`src/mrp_pkg.sv`:
```
package mrp_pkg;

    localparam logic [2:0] KIND_NONE    = 3'd0;
    localparam logic [2:0] KIND_WORD32  = 3'd1;
    localparam logic [2:0] KIND_JUMP26  = 3'd2;
    localparam logic [2:0] KIND_HI16    = 3'd3;
    localparam logic [2:0] KIND_LO16    = 3'd4;
    localparam logic [2:0] KIND_WORD64  = 3'd5;
    localparam logic [2:0] KIND_HIGHER  = 3'd6;
    localparam logic [2:0] KIND_HIGHEST = 3'd7;

    localparam logic [2:0] ST_OK          = 3'd0;
    localparam logic [2:0] ST_WEAK_SKIP   = 3'd1;
    localparam logic [2:0] ST_UNKNOWN     = 3'd2;
    localparam logic [2:0] ST_MISALIGNED  = 3'd3;
    localparam logic [2:0] ST_OVERFLOW    = 3'd4;
    localparam logic [2:0] ST_MISMATCH    = 3'd5;
    localparam logic [2:0] ST_STORE_FULL  = 3'd6;
    localparam logic [2:0] ST_UNSUPPORTED = 3'd7;

    localparam logic [63:0] HI16_ROUND    = 64'h0000_0000_0000_8000;
    localparam logic [63:0] HIGHER_ROUND  = 64'h0000_0000_8000_8000;
    localparam logic [63:0] HIGHEST_ROUND = 64'h0000_8000_8000_8000;
    localparam logic [31:0] LO_ROUND      = 32'h0000_8000;
    localparam logic [25:0] JUMP_MASK     = 26'h3ff_ffff;

    typedef struct packed {
        logic [63:0] addr;
        logic [63:0] value;
        logic        wide;
        logic        we;
        logic [2:0]  status;
        logic        last;
    } result_t;

    typedef struct packed {
        logic [63:0] addr;
        logic [31:0] word;
        logic [63:0] value;
    } pend_entry_t;

endpackage

```
`src/mrp_in_if.sv`:
```
interface mrp_in_if;
    logic        valid;
    logic        ready;
    logic [2:0]  rel_kind;
    logic        explicit_addend;
    logic [63:0] symbol_value;
    logic signed [63:0] addend;
    logic        symbol_unresolved;
    logic        symbol_weak;
    logic [63:0] site_address;
    logic [31:0] site_word;

    modport source (
        output valid, rel_kind, explicit_addend, symbol_value, addend,
               symbol_unresolved, symbol_weak, site_address, site_word,
        input  ready
    );
    modport sink (
        input  valid, rel_kind, explicit_addend, symbol_value, addend,
               symbol_unresolved, symbol_weak, site_address, site_word,
        output ready
    );
endinterface

```
`src/mrp_out_if.sv`:
```
interface mrp_out_if;
    logic        valid;
    logic        ready;
    logic [63:0] patch_address;
    logic [63:0] patch_value;
    logic        patch_wide;
    logic        write_enable;
    logic [2:0]  status;
    logic        last;

    modport source (
        output valid, patch_address, patch_value, patch_wide, write_enable,
               status, last,
        input  ready
    );
    modport sink (
        input  valid, patch_address, patch_value, patch_wide, write_enable,
               status, last,
        output ready
    );
endinterface

```
`src/mrp_ram.sv`:
```
module mrp_ram #(
    parameter int WIDTH = 160,
    parameter int DEPTH = 16
) (
    input  logic                                 clk,
    input  logic                                 we,
    input  logic [(DEPTH > 1 ? $clog2(DEPTH) : 1)-1:0] waddr,
    input  logic [WIDTH-1:0]                     wdata,
    input  logic [(DEPTH > 1 ? $clog2(DEPTH) : 1)-1:0] raddr,
    output logic [WIDTH-1:0]                     rdata
);
    logic [WIDTH-1:0] mem [DEPTH];

    always_ff @(posedge clk)
    begin
        if (we)
        begin
            mem[waddr] <= wdata;
        end
        rdata <= mem[raddr];
    end
endmodule

```
`src/mrp_patch.sv`:
```
module mrp_patch
    import mrp_pkg::*;
(
    input  logic [2:0]  rel_kind,
    input  logic        explicit_addend,
    input  logic        symbol_unresolved,
    input  logic        symbol_weak,
    input  logic [63:0] site_address,
    input  logic [31:0] site_word,
    input  logic [63:0] value,
    input  logic        store_full,
    output result_t     res,
    output logic        push,
    output logic        drain,
    output logic [31:0] lo_round_sum,
    output logic [31:0] lo_word
);
    logic [63:0] round_k;
    logic [63:0] rounded;
    logic [31:0] lo_ext;
    logic [31:0] site_next;
    logic [25:0] jump_field;

    always_comb
    begin
        lo_ext       = {{16{site_word[15]}}, site_word[15:0]};
        // V + lo + 0x8000; the low half of V + lo is that with bit 15 flipped
        lo_round_sum = value[31:0] + lo_ext + LO_ROUND;
        lo_word      = {site_word[31:16], lo_round_sum[15:0] ^ 16'h8000};
        site_next    = site_address[31:0] + 32'd4;
        jump_field   = explicit_addend ? value[27:2]
                                       : (site_word[25:0] + value[27:2]) & JUMP_MASK;

        case (rel_kind)
            KIND_HIGHER:  round_k = HIGHER_ROUND;
            KIND_HIGHEST: round_k = HIGHEST_ROUND;
            default:      round_k = HI16_ROUND;
        endcase
        rounded = value + round_k;

        res        = '0;
        res.last   = 1'b1;
        push       = 1'b0;
        drain      = 1'b0;

        if (symbol_unresolved)
        begin
            res.status = symbol_weak ? ST_WEAK_SKIP : ST_UNKNOWN;
        end
        else
        begin
            unique case (rel_kind)
                KIND_NONE:
                begin
                    res.status = ST_OK;
                end
                KIND_WORD32:
                begin
                    res.we    = 1'b1;
                    res.addr  = site_address;
                    res.value = {32'd0, explicit_addend ? value[31:0]
                                                        : site_word + value[31:0]};
                end
                KIND_JUMP26:
                begin
                    if (value[1:0] != 2'd0)
                    begin
                        res.status = ST_MISALIGNED;
                    end
                    else if (value[31:28] != site_next[31:28])
                    begin
                        res.status = ST_OVERFLOW;
                    end
                    else
                    begin
                        res.we    = 1'b1;
                        res.addr  = site_address;
                        res.value = {32'd0, site_word[31:26], jump_field};
                    end
                end
                KIND_HI16:
                begin
                    if (explicit_addend)
                    begin
                        res.we    = 1'b1;
                        res.addr  = site_address;
                        res.value = {32'd0, site_word[31:16], rounded[31:16]};
                    end
                    else if (store_full)
                    begin
                        res.status = ST_STORE_FULL;
                    end
                    else
                    begin
                        push = 1'b1;
                    end
                end
                KIND_LO16:
                begin
                    if (explicit_addend)
                    begin
                        res.we    = 1'b1;
                        res.addr  = site_address;
                        res.value = {32'd0, site_word[31:16], value[15:0]};
                    end
                    else
                    begin
                        drain = 1'b1;
                    end
                end
                KIND_WORD64:
                begin
                    if (explicit_addend)
                    begin
                        res.we    = 1'b1;
                        res.wide  = 1'b1;
                        res.addr  = site_address;
                        res.value = value;
                    end
                    else
                    begin
                        res.status = ST_UNSUPPORTED;
                    end
                end
                KIND_HIGHER:
                begin
                    if (explicit_addend)
                    begin
                        res.we    = 1'b1;
                        res.addr  = site_address;
                        res.value = {32'd0, site_word[31:16], rounded[47:32]};
                    end
                    else
                    begin
                        res.status = ST_UNSUPPORTED;
                    end
                end
                KIND_HIGHEST:
                begin
                    if (explicit_addend)
                    begin
                        res.we    = 1'b1;
                        res.addr  = site_address;
                        res.value = {32'd0, site_word[31:16], rounded[63:48]};
                    end
                    else
                    begin
                        res.status = ST_UNSUPPORTED;
                    end
                end
                default:
                begin
                    res.status = ST_UNSUPPORTED;
                end
            endcase
        end
    end
endmodule

```
`src/mips_relocation_patcher.sv`:
```
// Channel  Dir  Beat contents
// -------  ---  ----------------------------------------------------------
// rel      in   one relocation: kind, form, symbol, addend, site, site word
// patch    out  one result: address, value, wide, write enable, status, last
//
// Flow: an item is taken in S_IDLE, its effective value is formed in S_VALUE
// and its result is loaded into the output register in S_PATCH. A REL LO16
// then walks the stored HI16 entries, newest first: S_READ reads an entry
// from the pending store and S_ENTRY checks and patches it; S_FINAL then
// patches the LO16 itself.
// Reset clears the state machine, the pending count and the output valid; the
// pending store itself is not cleared, the count marks the live entries.
// A stall on patch holds the block only when a new result must be loaded; the
// next item is taken while the last result still waits in the output register.
module mips_relocation_patcher
    import mrp_pkg::*;
#(
    parameter int PENDING_DEPTH = 16
) (
    input  logic      clk,
    input  logic      rst_n,
    mrp_in_if.sink    rel,
    mrp_out_if.source patch
);
    localparam int IDX_W = (PENDING_DEPTH > 1) ? $clog2(PENDING_DEPTH) : 1;
    localparam int CNT_W = $clog2(PENDING_DEPTH + 1);
    localparam int ENT_W = $bits(pend_entry_t);

    typedef enum logic [5:0] {
        S_IDLE  = 6'b000001,
        S_VALUE = 6'b000010,
        S_PATCH = 6'b000100,
        S_READ  = 6'b001000,
        S_ENTRY = 6'b010000,
        S_FINAL = 6'b100000
    } state_t;

    state_t state_reg, state_next;
    logic [CNT_W-1:0] count_reg, count_next;
    logic [IDX_W-1:0] idx_reg, idx_next;
    logic out_valid_reg, out_valid_next;
    result_t out_reg, out_next;

    // captured item
    logic [2:0]  kind_reg;
    logic        rela_reg;
    logic [63:0] sym_reg;
    logic [63:0] addend_reg;
    logic        unres_reg;
    logic        weak_reg;
    logic [63:0] site_reg;
    logic [31:0] word_reg;
    logic [63:0] v_reg;

    result_t     item_res;
    logic        item_push;
    logic        item_drain;
    logic [31:0] lo_round_sum;
    logic [31:0] lo_word;
    logic        store_full;

    logic        ram_we;
    pend_entry_t wr_entry;
    pend_entry_t rd_entry;
    logic [ENT_W-1:0] rd_bits;
    logic [31:0] entry_sum;
    logic        slot_free;
    logic        accept;

    assign accept     = rel.valid && rel.ready;
    assign rel.ready  = (state_reg == S_IDLE);
    assign slot_free  = !out_valid_reg || patch.ready;
    assign store_full = (count_reg >= CNT_W'(PENDING_DEPTH));

    assign patch.valid         = out_valid_reg;
    assign patch.patch_address = out_reg.addr;
    assign patch.patch_value   = out_reg.value;
    assign patch.patch_wide    = out_reg.wide;
    assign patch.write_enable  = out_reg.we;
    assign patch.status        = out_reg.status;
    assign patch.last          = out_reg.last;

    mrp_patch u_patch (
        .rel_kind          (kind_reg),
        .explicit_addend   (rela_reg),
        .symbol_unresolved (unres_reg),
        .symbol_weak       (weak_reg),
        .site_address      (site_reg),
        .site_word         (word_reg),
        .value             (v_reg),
        .store_full        (store_full),
        .res               (item_res),
        .push              (item_push),
        .drain             (item_drain),
        .lo_round_sum      (lo_round_sum),
        .lo_word           (lo_word)
    );

    assign wr_entry = '{addr: site_reg, word: word_reg, value: v_reg};
    assign rd_entry = pend_entry_t'(rd_bits);

    // The read port always follows the drain index; the entry is read out in the cycle after.
    mrp_ram #(
        .WIDTH (ENT_W),
        .DEPTH (PENDING_DEPTH)
    ) u_store (
        .clk   (clk),
        .we    (ram_we),
        .waddr (count_reg[IDX_W-1:0]),
        .wdata (wr_entry),
        .raddr (idx_reg),
        .rdata (rd_bits)
    );

    // carry-corrected HI16: ((hw << 16) + lo + V + 0x8000) >> 16
    assign entry_sum = {rd_entry.word[15:0], 16'd0} + lo_round_sum;

    // capture the item, form the effective value and register the next result
    always_ff @(posedge clk)
    begin
        if (accept)
        begin
            kind_reg   <= rel.rel_kind;
            rela_reg   <= rel.explicit_addend;
            sym_reg    <= rel.symbol_value;
            addend_reg <= rel.addend;
            unres_reg  <= rel.symbol_unresolved;
            weak_reg   <= rel.symbol_weak;
            site_reg   <= rel.site_address;
            word_reg   <= rel.site_word;
        end
        if (state_reg == S_VALUE)
        begin
            v_reg <= rela_reg ? sym_reg + addend_reg : sym_reg;
        end
        out_reg <= out_next;
    end

    always_comb
    begin
        state_next     = state_reg;
        count_next     = count_reg;
        idx_next       = idx_reg;
        out_next       = out_reg;
        out_valid_next = out_valid_reg && !patch.ready;
        ram_we         = 1'b0;

        unique case (state_reg)
            S_IDLE:
            begin
                if (accept)
                begin
                    state_next = S_VALUE;
                end
            end
            S_VALUE:
            begin
                state_next = S_PATCH;
            end
            S_PATCH:
            begin
                if (item_drain)
                begin
                    if (count_reg == '0)
                    begin
                        state_next = S_FINAL;
                    end
                    else
                    begin
                        idx_next   = IDX_W'(count_reg - 1'b1);
                        state_next = S_READ;
                    end
                end
                else if (slot_free)
                begin
                    out_next       = item_res;
                    out_valid_next = 1'b1;
                    if (item_push)
                    begin
                        ram_we     = 1'b1;
                        count_next = count_reg + 1'b1;
                    end
                    state_next = S_IDLE;
                end
            end
            S_READ:
            begin
                state_next = S_ENTRY;
            end
            S_ENTRY:
            begin
                if (slot_free)
                begin
                    out_valid_next = 1'b1;
                    out_next       = '0;
                    if (rd_entry.value != v_reg)
                    begin
                        // drop the rest of the store and the LO16 itself
                        out_next.status = ST_MISMATCH;
                        out_next.last   = 1'b1;
                        count_next      = '0;
                        state_next      = S_IDLE;
                    end
                    else
                    begin
                        out_next.we    = 1'b1;
                        out_next.addr  = rd_entry.addr;
                        out_next.value = {32'd0, rd_entry.word[31:16], entry_sum[31:16]};
                        if (idx_reg == '0)
                        begin
                            state_next = S_FINAL;
                        end
                        else
                        begin
                            idx_next   = idx_reg - 1'b1;
                            state_next = S_READ;
                        end
                    end
                end
            end
            S_FINAL:
            begin
                if (slot_free)
                begin
                    out_valid_next = 1'b1;
                    out_next       = '0;
                    out_next.we    = 1'b1;
                    out_next.addr  = site_reg;
                    out_next.value = {32'd0, lo_word};
                    out_next.last  = 1'b1;
                    count_next     = '0;
                    state_next     = S_IDLE;
                end
            end
            default:
            begin
                state_next = S_IDLE;
            end
        endcase
    end

    always_ff @(posedge clk or negedge rst_n)
    begin
        if (!rst_n)
        begin
            state_reg     <= S_IDLE;
            count_reg     <= '0;
            idx_reg       <= '0;
            out_valid_reg <= 1'b0;
        end
        else
        begin
            state_reg     <= state_next;
            count_reg     <= count_next;
            idx_reg       <= idx_next;
            out_valid_reg <= out_valid_next;
        end
    end

    // the pending count never passes the store depth
    a_count_bound: assert property (@(posedge clk) disable iff (!rst_n)
        count_reg <= CNT_W'(PENDING_DEPTH))
        else $error("pending count beyond store depth");

    // a result that is not the last of its item is always a drained HI16 write
    a_mid_is_write: assert property (@(posedge clk) disable iff (!rst_n)
        (patch.valid && !patch.last) |-> (patch.write_enable && patch.status == ST_OK))
        else $error("non-final result without a write");

    // draining only runs over live entries
    a_drain_live: assert property (@(posedge clk) disable iff (!rst_n)
        (state_reg == S_ENTRY || state_reg == S_READ) |->
            (count_reg != '0 && CNT_W'(idx_reg) < count_reg))
        else $error("drain index outside live entries");

endmodule

```
`src/flat_wrapper.sv`:
```
// flat-port wrapper written by rule: the top's interface ports become plain ports
module mips_relocation_patcher_flat import mrp_pkg::*;
#(
    parameter int PENDING_DEPTH = 16
)
  (clk, rst_n, rel_valid, rel_rel_kind, rel_explicit_addend, rel_symbol_value, rel_addend, rel_symbol_unresolved, rel_symbol_weak, rel_site_address, rel_site_word, rel_ready, patch_valid, patch_patch_address, patch_patch_value, patch_patch_wide, patch_write_enable, patch_status, patch_last, patch_ready);
  mrp_in_if rel_i ();
  mrp_out_if patch_i ();
  input  logic clk;
  input  logic rst_n;
  input wire logic [$bits(rel_i.valid)-1:0] rel_valid;
  input wire logic [$bits(rel_i.rel_kind)-1:0] rel_rel_kind;
  input wire logic [$bits(rel_i.explicit_addend)-1:0] rel_explicit_addend;
  input wire logic [$bits(rel_i.symbol_value)-1:0] rel_symbol_value;
  input wire logic [$bits(rel_i.addend)-1:0] rel_addend;
  input wire logic [$bits(rel_i.symbol_unresolved)-1:0] rel_symbol_unresolved;
  input wire logic [$bits(rel_i.symbol_weak)-1:0] rel_symbol_weak;
  input wire logic [$bits(rel_i.site_address)-1:0] rel_site_address;
  input wire logic [$bits(rel_i.site_word)-1:0] rel_site_word;
  output wire logic [$bits(rel_i.ready)-1:0] rel_ready;
  output wire logic [$bits(patch_i.valid)-1:0] patch_valid;
  output wire logic [$bits(patch_i.patch_address)-1:0] patch_patch_address;
  output wire logic [$bits(patch_i.patch_value)-1:0] patch_patch_value;
  output wire logic [$bits(patch_i.patch_wide)-1:0] patch_patch_wide;
  output wire logic [$bits(patch_i.write_enable)-1:0] patch_write_enable;
  output wire logic [$bits(patch_i.status)-1:0] patch_status;
  output wire logic [$bits(patch_i.last)-1:0] patch_last;
  input wire logic [$bits(patch_i.ready)-1:0] patch_ready;
  assign rel_i.valid = rel_valid;
  assign rel_i.rel_kind = rel_rel_kind;
  assign rel_i.explicit_addend = rel_explicit_addend;
  assign rel_i.symbol_value = rel_symbol_value;
  assign rel_i.addend = rel_addend;
  assign rel_i.symbol_unresolved = rel_symbol_unresolved;
  assign rel_i.symbol_weak = rel_symbol_weak;
  assign rel_i.site_address = rel_site_address;
  assign rel_i.site_word = rel_site_word;
  assign rel_ready = rel_i.ready;
  assign patch_valid = patch_i.valid;
  assign patch_patch_address = patch_i.patch_address;
  assign patch_patch_value = patch_i.patch_value;
  assign patch_patch_wide = patch_i.patch_wide;
  assign patch_write_enable = patch_i.write_enable;
  assign patch_status = patch_i.status;
  assign patch_last = patch_i.last;
  assign patch_i.ready = patch_ready;
  mips_relocation_patcher #(.PENDING_DEPTH(PENDING_DEPTH)) u_core (.clk(clk), .rst_n(rst_n), .rel(rel_i), .patch(patch_i));
endmodule
```
`config.mk`:
```
export PLATFORM = sky130hd
export DESIGN_NAME = mips_relocation_patcher_flat
export DESIGN_NICKNAME = d
export VERILOG_FILES = /design/src/mrp_pkg.sv /design/src/mrp_in_if.sv /design/src/mrp_out_if.sv /design/src/mrp_ram.sv /design/src/mrp_patch.sv /design/src/mips_relocation_patcher.sv /design/src/flat_wrapper.sv
export SDC_FILE = /design/constraint.sdc
export NUM_CORES = 2
export LEC_CHECK = 0
export ABC_AREA = 1
export ABC_CLOCK_PERIOD_IN_PS = 35500
export BUFFER_PORTS_ARGS = -buffer_cell sky130_fd_sc_hd__buf_2
export CORE_UTILIZATION = 55
export DETAILED_ROUTE_END_ITERATION = 6
export PLACE_DENSITY_LB_ADDON = 0.25
export SLEW_MARGIN = 20
export SYNTH_ARGS = -nofsm -noshare
export SYNTH_HDL_FRONTEND = slang
export SYNTH_SLANG_ARGS = --single-unit
```
`constraint.sdc`:
```
create_clock -name clk -period 35.5 [get_ports clk]
set_input_delay 5.325 -clock clk [delete_from_list [all_inputs] [get_ports clk]]
set_output_delay 5.325 -clock clk [all_outputs]
set_load 0.1 [all_outputs]
```
==> reports/results.txt <==
For the final count of pins violating max slew, the log shows 0. Buffers placed on the I/O ports in this run total 369. Share of flip-flops with an asynchronous set or reset: 0.00506. Among cell families on the critical path, the largest total delay comes from buffers and inverters. The die is 496 um tall. For the combinational cell fraction of total power, the log shows 0.303.

Summing all multi-input logic gate instances after layout gives 37000 sq um. In this design, the stage delay of the slowest critical-path cell is 0.91 ns. Walking the worst path, the cells encountered are buf_2 -> nor2_1 -> inv_1 -> nand3_1 -> inv_1 -> nand2_1 -> nor2_4 -> buf_4 -> buf_4.

The synthesized net count came out at 11.6k. In this run the critical register-to-register path is launched from u_core.word_reg[3]. The logs give 0.96 ns for the source-to-sink clock delay at the later pin of the worst-skew pair and 0 for the number of warnings reported in the yosys synthesis log.

Between clock sinks in the finished design, the worst skew comes to 0.0956 ns. The share of post-route cells with drive strength above 1 is 0.0986. The number of setup violations in the final report was 0. The largest registers in the layout are u_core.u_store.mem x2560, u_core.u_store.rdata x160. The tools report the switching power as 4.14 mW. Entering global routing, the biggest net connects 237 pins. Fraction of power spent switching nets: 0.357. The worst setup path is launched from an input pin. Setup repair after global routing left no endpoint under its margin.

The register with the highest flop count is u_core.u_store.mem. The via total after detailed routing is 93.8k, and the clock share of power is 0.295. The number of cells on the worst reg-to-reg path is 19. The run gives 0.620 as the final design utilization. The total track usage is 0.329. Synthesis produced 11.2k cells. Summed over all cells, the static leakage comes to 53.1 nW. Clock tree synthesis inserted a total of 333 buffers.

The effective utilization at floorplan was 0.553; the post-CTS setup repair buffer count was 0. The flow ran to the end, but the final reports show violations. After detailed routing, the number of remaining DRC violations is 27. The final reports fail on DRC. At the end of routability-driven placement, the weighted congestion stood at 0.983. The classification of the worst-slack hold path is register to register. The run gives 140000 sq um as the post-place instance area. Most common library cell in the layout ignoring fill and taps: sky130_fd_sc_hd__edfxtp_1. The end point of the most critical hold path was u_core.patch.patch_address[33]. The logs give 0.401 for the share of power burned in registers and 7.46 mW for the internal power summed over all cells. Static timing analysis puts the maximum clock frequency at 120 MHz.

The number of synthesized register bits works out to 3164. The logs give 0.243 for the headroom to the max-slew limit and 0 for the remaining number of nets flagged by the antenna check after routing. Yosys mapped a number of flops with a built-in enable equal to 2988. The sequential element share of the synthesized area came out at 0.694.

The tools report the final hold violation count as 0. The logs give 370 for the total I/O pin count and 0 for the number of max-cap violations. The sum of buffers and inverters on the critical path came out at 5.

The total negative setup slack was 0 ns; the violation count after the first detailed-routing iteration was 11.9k. The total area inside the core boundary comes to 243000 sq um. The tools report the iteration count of the initial detailed-routing pass as 7. The floorplan step defined a die boundary enclosing 246000 sq um.

The worst-path cell with the longest stage delay was sky130_fd_sc_hd__buf_4. TritonCTS built the clock tree. After routing the design area is 151000 sq um. In the synthesized netlist the dominant register cell turns out to be sky130_fd_sc_hd__edfxtp_1.

Data on the critical path is required at its endpoint by 36.05 ns. The mapped netlist covers 134000 sq um. The cell sitting at the root of the clock tree is a sky130_fd_sc_hd__clkbuf_16. Data arrives at the worst endpoint at 8.91 ns. The worst hold path was traced through 2 stages. The worst hold path begins at u_core.u_store.rdata[129]. In the final layout, flip-flops and latches occupy 93300 sq um. The H-tree was split into 5 levels. The transition at the pin with the smallest max-transition slack came out at 1.14 ns.

The worst-case IR drop observed on VDD is 81.2 uV. Sort of element at the end of the critical path: a register. The via count of the first global-routing pass is 89.5k.

For the initial antenna violation count, the log shows 14. The total overflow left after global routing is 0. Buffers inserted to repair hold after CTS numbered 0. The register with the most flip-flops in the layout has 2560 of them. The final layout contains routed wiring with a total length of 412000 um. The critical path start-end classification is input pin to register. In the final routed layout, each cell accounts on average for 27.5 um.

Power spread over the standard cell area amounts to 77.0 nW/um^2. Clock-pin slew was measured on the worst setup and hold paths at 0.07 ns. Subtracting the final worst setup slack from the clock period gives 8.36 ns.

The largest fanout on the critical path is 53, and the slack of the worst reg-to-reg path is 29.11 ns. Dividing the detail-routed via count by the number of cells gives 6.26. Leaving out fill and tap cells, the most frequent cells in the layout are sky130_fd_sc_hd__edfxtp_1 (2988), sky130_fd_sc_hd__nor2_1 (1992), sky130_fd_sc_hd__nand2_1 (1487), sky130_fd_sc_hd__o21ai_0 (853), sky130_fd_sc_hd__nand3_1 (658).

Relative to the synthesized area, the layout overhead comes to 12.1%. The clock tree buffer depth is 4, and the chip width is 496 um. After clock tree synthesis, the repair step resized 0 gates.

Total number of placement rows: 181. Summed over all nets, the half-perimeter wirelength after detailed placement is 256000 um. The average size of a mapped cell is 12.0 sq um, and the total power consumption of the routed design is 11.6 mW. The reg-to-reg endpoint was u_core.patch.patch_value[8].

The final layout contains 12.0k nets. For the clock net sink count, the log shows 3164. The first global-routing pass estimated 591000 um of wire.

The final cycle utilization of the critical path is 0.236. The tools report the fill cell instance count of the final layout as 18.5k. Number of distinct library cells after synthesis: 60.
[worst reg2reg max path: stages (launching register included)]
cell and delay [ns]:
sky130_fd_sc_hd__edfxtp_1 1.01, sky130_fd_sc_hd__ha_1 0.33, sky130_fd_sc_hd__inv_1 0.06, sky130_fd_sc_hd__fa_1 0.50, sky130_fd_sc_hd__nor2_1 0.24, sky130_fd_sc_hd__nand4_1 0.12, sky130_fd_sc_hd__nand2_1 0.22, sky130_fd_sc_hd__a21oi_1 0.17
sky130_fd_sc_hd__o21ai_0 0.45, sky130_fd_sc_hd__a31oi_1 0.19, sky130_fd_sc_hd__xnor2_1 0.17, sky130_fd_sc_hd__ha_1 0.25, sky130_fd_sc_hd__fa_1 0.45, sky130_fd_sc_hd__nand3_1 0.10, sky130_fd_sc_hd__nand2_1 0.11, sky130_fd_sc_hd__a21oi_1 0.28
sky130_fd_sc_hd__o21ai_0 0.20, sky130_fd_sc_hd__or2_2 0.31, sky130_fd_sc_hd__a31oi_1 0.53, sky130_fd_sc_hd__nand2_1 0.34
[kinds of logic after synthesis]
group,Yosys count,synth area share
AOI/OAI and AO/OA,1979,0.0953
xor gates and xnor gates,125,0.00814
adders and majority gates,206,0.0201
buffers and inverters,1061,0.0319
DFF,3164,0.694
muxes,237,0.0176
and+or+nand+nor,4385,0.133
[per-stage QoR]
step	instances	hold slack [ns]	setup slack (ns)
global placement	14400	0.511	25.99
global route	15000	0.546	27.05
detailed placement	14400	0.513	25.97
finish	15000	0.531	27.14
floorplan	11200	0.496	19.81
CTS	15000	0.529	26.94
[cell usage after synthesis, drive strengths merged (22+ instances only)]
library cell  instances  area (sq um)
edfxtp             2988         89700
nor2               2020          7610
a21oi               260          1310
a31oi                34           213
xnor2                72           631
nand2              1491          5610
nand4                77           488
inv                 482          1810
o211ai               90           676
dfxtp               160          3200
a22oi                22           165
nand3               659          3310
or2                  27           169
nor3                 72           365
clkbuf              365          1370
ha                  190          2380
mux2i               237          2370
xor2                 53           464
buf                 211          1090
o32ai               404          3540
o21ai               863          4320
o221ai              238          2080
[worst max-delay path by stage]
stage,from,to,slack (ns),cells after the start
floorplan,rel_valid,u_core.addend_reg[0],19.81,2
finish,patch_ready,u_core.u_store.mem[2][103],27.14,9
global route,patch_ready,u_core.u_store.mem[2][11],27.05,9
detailed placement,patch_ready,u_core.u_store.mem[11][72],25.97,9
CTS,patch_ready,u_core.u_store.mem[11][23],26.94,9
global placement,patch_ready,u_core.u_store.mem[11][73],25.99,9
[per-layer routing]
metal | vias to the layer above | global-route usage | share of wire
met5 | - | 0 | 0.00018
met4 | 10 | 0.132 | 0.042
met3 | 771 | 0.0569 | 0.093
met2 | 4928 | 0.527 | 0.47
met1 | 46600 | 0.449 | 0.40
li1 | 41500 | - | -
[layout make-up]
class / count / area share
clock inverters: 165 / 0.0112
flip-flops and latches: 3164 / 0.619
repair buffers: 602 / 0.0255
inverters: 485 / 0.0122
well taps: 3202 / 0.0266
diodes: 9 / 0.000149
clock buffers: 425 / 0.0597
multi-input cells: 6932 / 0.245
[power groups by stage]
stage	registers, mW	clock network (mW)	logic (mW)
floorplan	4.75	0	2.22
global placement	4.72	0	3.39
detailed placement	4.73	0	3.44
CTS	4.65	3.46	3.47
global route	4.67	3.59	3.80
finish	4.66	3.43	3.52
Power figures use the tool's default switching activity.
